## config.mk

```make
export PLATFORM = sky130hd
export DESIGN_NAME = cmbgen_ram
export DESIGN_NICKNAME = d
export VERILOG_FILES = /design/src/rtl/cmbgen_ram.sv
export SDC_FILE = /design/constraint.sdc
export NUM_CORES = 1
export LEC_CHECK = 0
export BUFFER_PORTS_ARGS = -buffer_cell sky130_fd_sc_hd__buf_2
export CORE_ASPECT_RATIO = 2
export CORE_MARGIN = 2
export CORE_UTILIZATION = 58
export DETAILED_ROUTE_END_ITERATION = 10
export PLACE_DENSITY = 0.76
export SYNTH_ARGS = -nofsm -noshare
export SYNTH_HDL_FRONTEND = slang
export SYNTH_SLANG_ARGS = --single-unit
```

## constraint.sdc

```tcl
create_clock -name clk -period 2.83 [get_ports clk]
set_input_delay 0.849 -clock clk [delete_from_list [all_inputs] [get_ports clk]]
set_output_delay 0.849 -clock clk [all_outputs]
set_load 0.005 [all_outputs]
```

## src/rtl/cmbgen_ram.sv

```systemverilog
// Generic single write port RAM with registered read.
`default_nettype none

module cmbgen_ram #(
  parameter int WIDTH = 8,
  parameter int DEPTH = 32,
  localparam int AW   = (DEPTH > 1) ? $clog2(DEPTH) : 1
) (
  input  wire logic             clk,
  input  wire logic             we,
  input  wire logic [AW-1:0]    waddr,
  input  wire logic [WIDTH-1:0] wdata,
  input  wire logic [AW-1:0]    raddr,
  output logic      [WIDTH-1:0] rdata_r
);

  logic [WIDTH-1:0] mem [DEPTH];

  always_ff @(posedge clk) begin
    if (we) begin
      mem[waddr] <= wdata;
    end
    rdata_r <= mem[raddr];
  end

endmodule

`default_nettype wire

```

==> results by group <==
Power and ir drop
  – Worst vdd ir: ~0.64 mV
  – Leakage power: 3.66 nW
  – Power per cell area: a little under 700 nW/um2

Synthesis
  – EDFF count, synth: between 200 and 300
  – Post-synth top area share: around three quarters
  – Most common cell in the netlist: edfxtp_1
  – Post-synthesis async set-or-reset flop share: 0%
  – Mean Syn Cell Area: around 24 um2
  – #FFs+latches synth: approximately 260
  – Seq/Total Area, Yosys: between 70% and 80%
  – Predominant post-synthesis flop cell: edfxtp_1
  – Yosys warnings: 0
  – Syn_nets: about 440
  – Area contributors post-synth: edfxtp_1 76%, mux4_2 18%, dfxtp_1 1.6%
  – Top cells by count, synth: 256 x edfxtp_1, 80 x mux4_2, 33 x nor2_1, 8 x dfxtp_1, 8 x mux2_2
  – Post-synth top area cell: edfxtp_1
  – Synthesized instance count: 417
  – Netlist Area Pre-Place: 10100 um2
  – Yosys cell types: 15

Timing
  – Final hold viol count: 0
  – Setup Viol. Count Final: 0
  – RSZ-0062 raised after global routing: false
  – Clk_skew: 14.7 ps
  – Max-slew violations: 0
  – Period utilization: around four fifths
  – Setup tns final: 0 ps
  – Worst rel slew slack: ~57%
  – Maximum clock frequency: ~0.45 GHz
  – Worst slew pin tran: 651 ps
  – Fin crit period: about 2200 ps

Clocking
  – TritonCTS clock tree: yes
  – Clk_lat worst skew: ~520 ps
  – CTS Root Cell: clkbuf_16
  – CTS buffer count: 22
  – Max Buffers Root-to-Sink: 3
  – Clk slew on worst S/H paths: approximately 70 ps
  – H-tree levels: 1
  – CTS Hold Buffers Added: 0
  – Post-CTS Setup Bufs: 0
  – Clock sink count: 264
  – Cts repair resizes: 0

Floorplanning
  – Die Span X: 97.1 um
  – Die outline area: 18500 um2
  – Ports: 28
  – Initial Util: 58.8%
  – Cell Rows: between 60 and 70
  – Core ar.: about 17000 um2
  – Height of the chip: roughly 190 um

Drt
  – Max Used Layer: met4
  – # DRC: 0
  – Routed wire length on met3: 1.40 mm
  – Met2 wire length: ~10 mm
  – DRT antenna net count: 0
  – 1st-iter DRT viols: 519
  – DR pass1 iterations: 5
  – Avg WL per Cell: 27.9 um
  – Total Wirelength: approximately 20 mm
  – DR vias/cell: about 6.3
  – Vias: between 4000 and 5000
  – Met1 wire length: approximately 7.6 mm

Place
  – PortBufs: 27
  – Hpwl dp: approximately 12 mm
  – RePlAce Congestion: between 0.8 and 0.9

Setup path
  – CP startpoint kind: input port
  – Worst path slowest cell: mux4_2
  – Worst Path Required: between 3000 and 4000 ps
  – Most frequent CP cell: mux4_2
  – Worst setup EP type: register
  – Crit path largest cell delay: around 560 ps
  – Setup Crit Path Kind: input port to register
  – Crit path cell chain: buf_4 -> buf_12 -> mux4_2 -> mux4_2 -> mux2_2
  – Crit path DAT: between 2000 and 3000 ps
  – CP Max Fanout: 31

Global routing
  – Initial antenna violation count: 0
  – GRT Total Usage: between 20% and 30%
  – Largest net degree at the start of global routing: 41
  – Total congestion overflow: 0
  – Vias in the first global route: 4702
  – First-pass GRT wire length: between 30 and 40 mm

Job
  – Max-cap violation count: 0

Cells and area
  – Final core utilization: about 67%
  – ANT cells: 0
  – Synth-to-Final Area Change: 13.7%
  – Layout cells sized above 1: 38.1%
  – Final #Nets: 510
  – FILL cells: 1017

Worst hold path
  – Worst Hold Class: input port to register

Status
  – Outcome: finished clean
layout by cell type (no fill, tap or decap):
cell type / n
buf_12: 4
buf_2: 26
buf_4: 39
bufinv_16: 2
clkbuf_1: 2
clkbuf_16: 23
clkbuf_8: 1
clkinv_1: 5
clkinv_2: 4
clkinv_4: 1
clkinvlp_4: 2
dfxtp_1: 8
edfxtp_1: 256
mux2_2: 8
mux4_2: 80
nand2_1: 1
nand3_1: 2
nand3b_1: 5
nor2_1: 33
or3_1: 1
or3b_2: 3
registers in the layout, indices dropped and copies added (netlist names):
name     count
rdata_r      8
mem        256
per-layer routing:
layer  vias up  global-route usage, %
li1       1919                      -
met1      2377                   31.1
met2       211                   37.7
met3        39                   3.27
met4         0                   6.18
met5         -                      0
final timing paths:
path | from | end | slack [ps] | cells past startpoint
worst max-delay path | raddr[0] | rdata_r[5]$_DFF_P_ | 580 | 5
worst max register to register | mem[26][5]$_DFFE_PP_ | rdata_r[5]$_DFF_P_ | 1020 | 3
worst min-delay path | raddr[3] | rdata_r[7]$_DFF_P_ | 800 | 2
worst min register to register | mem[10][2]$_DFFE_PP_ | rdata_r[2]$_DFF_P_ | 910 | 3
kinds of logic (layout without fill, tap and decap cells):
| family | Yosys count | count (layout) | synth area share (%) |
|---|---|---|---|
| mux | 88 | 88 | 18.8 |
| simple gates | 45 | 45 | 2.07 |
| buf+inv | 20 | 109 | 1.06 |
| flops | 264 | 264 | 78.1 |
layout make-up:
cell class              count  area (um2)  share of cell area, %
flip-flops and latches    264        7850                   68.6
multi-input cells         133        2100                   18.4
clock buffers              26         597                   5.22
repair buffers             69         503                   4.40
well taps                 210         263                   2.30
clock inverters            14         123                   1.07
metrics by stage:
stage	instances	hold WS [ps]	total power (W)	setup WS (ps)	instance area, um2
3_5_place_dp	676	902	0.00486	53.8	10700
6_report	716	801	0.00775	584	11400
2_1_floorplan	417	865	0.00467	179	10100
3_3_place_gp	676	879	0.00485	62.5	10700
5_1_grt	716	792	0.00796	564	11400
4_1_cts	716	786	0.00781	596	11400
power breakdown:
group | internal (W) | leakage [nW] | switching [W]
combinational | 0.000188 | 0.942 | 0.000224
sequential | 0.00434 | 2.37 | 0.0000163
clock | 0.00169 | 0.349 | 0.00129
total | 0.00623 | 3.66 | 0.00153
critical path, delay by kind of cell:
kind,cells,cell delay (ps)
buf+inv,2,380
mux,3,1380
(Power assumes the default switching activity.)
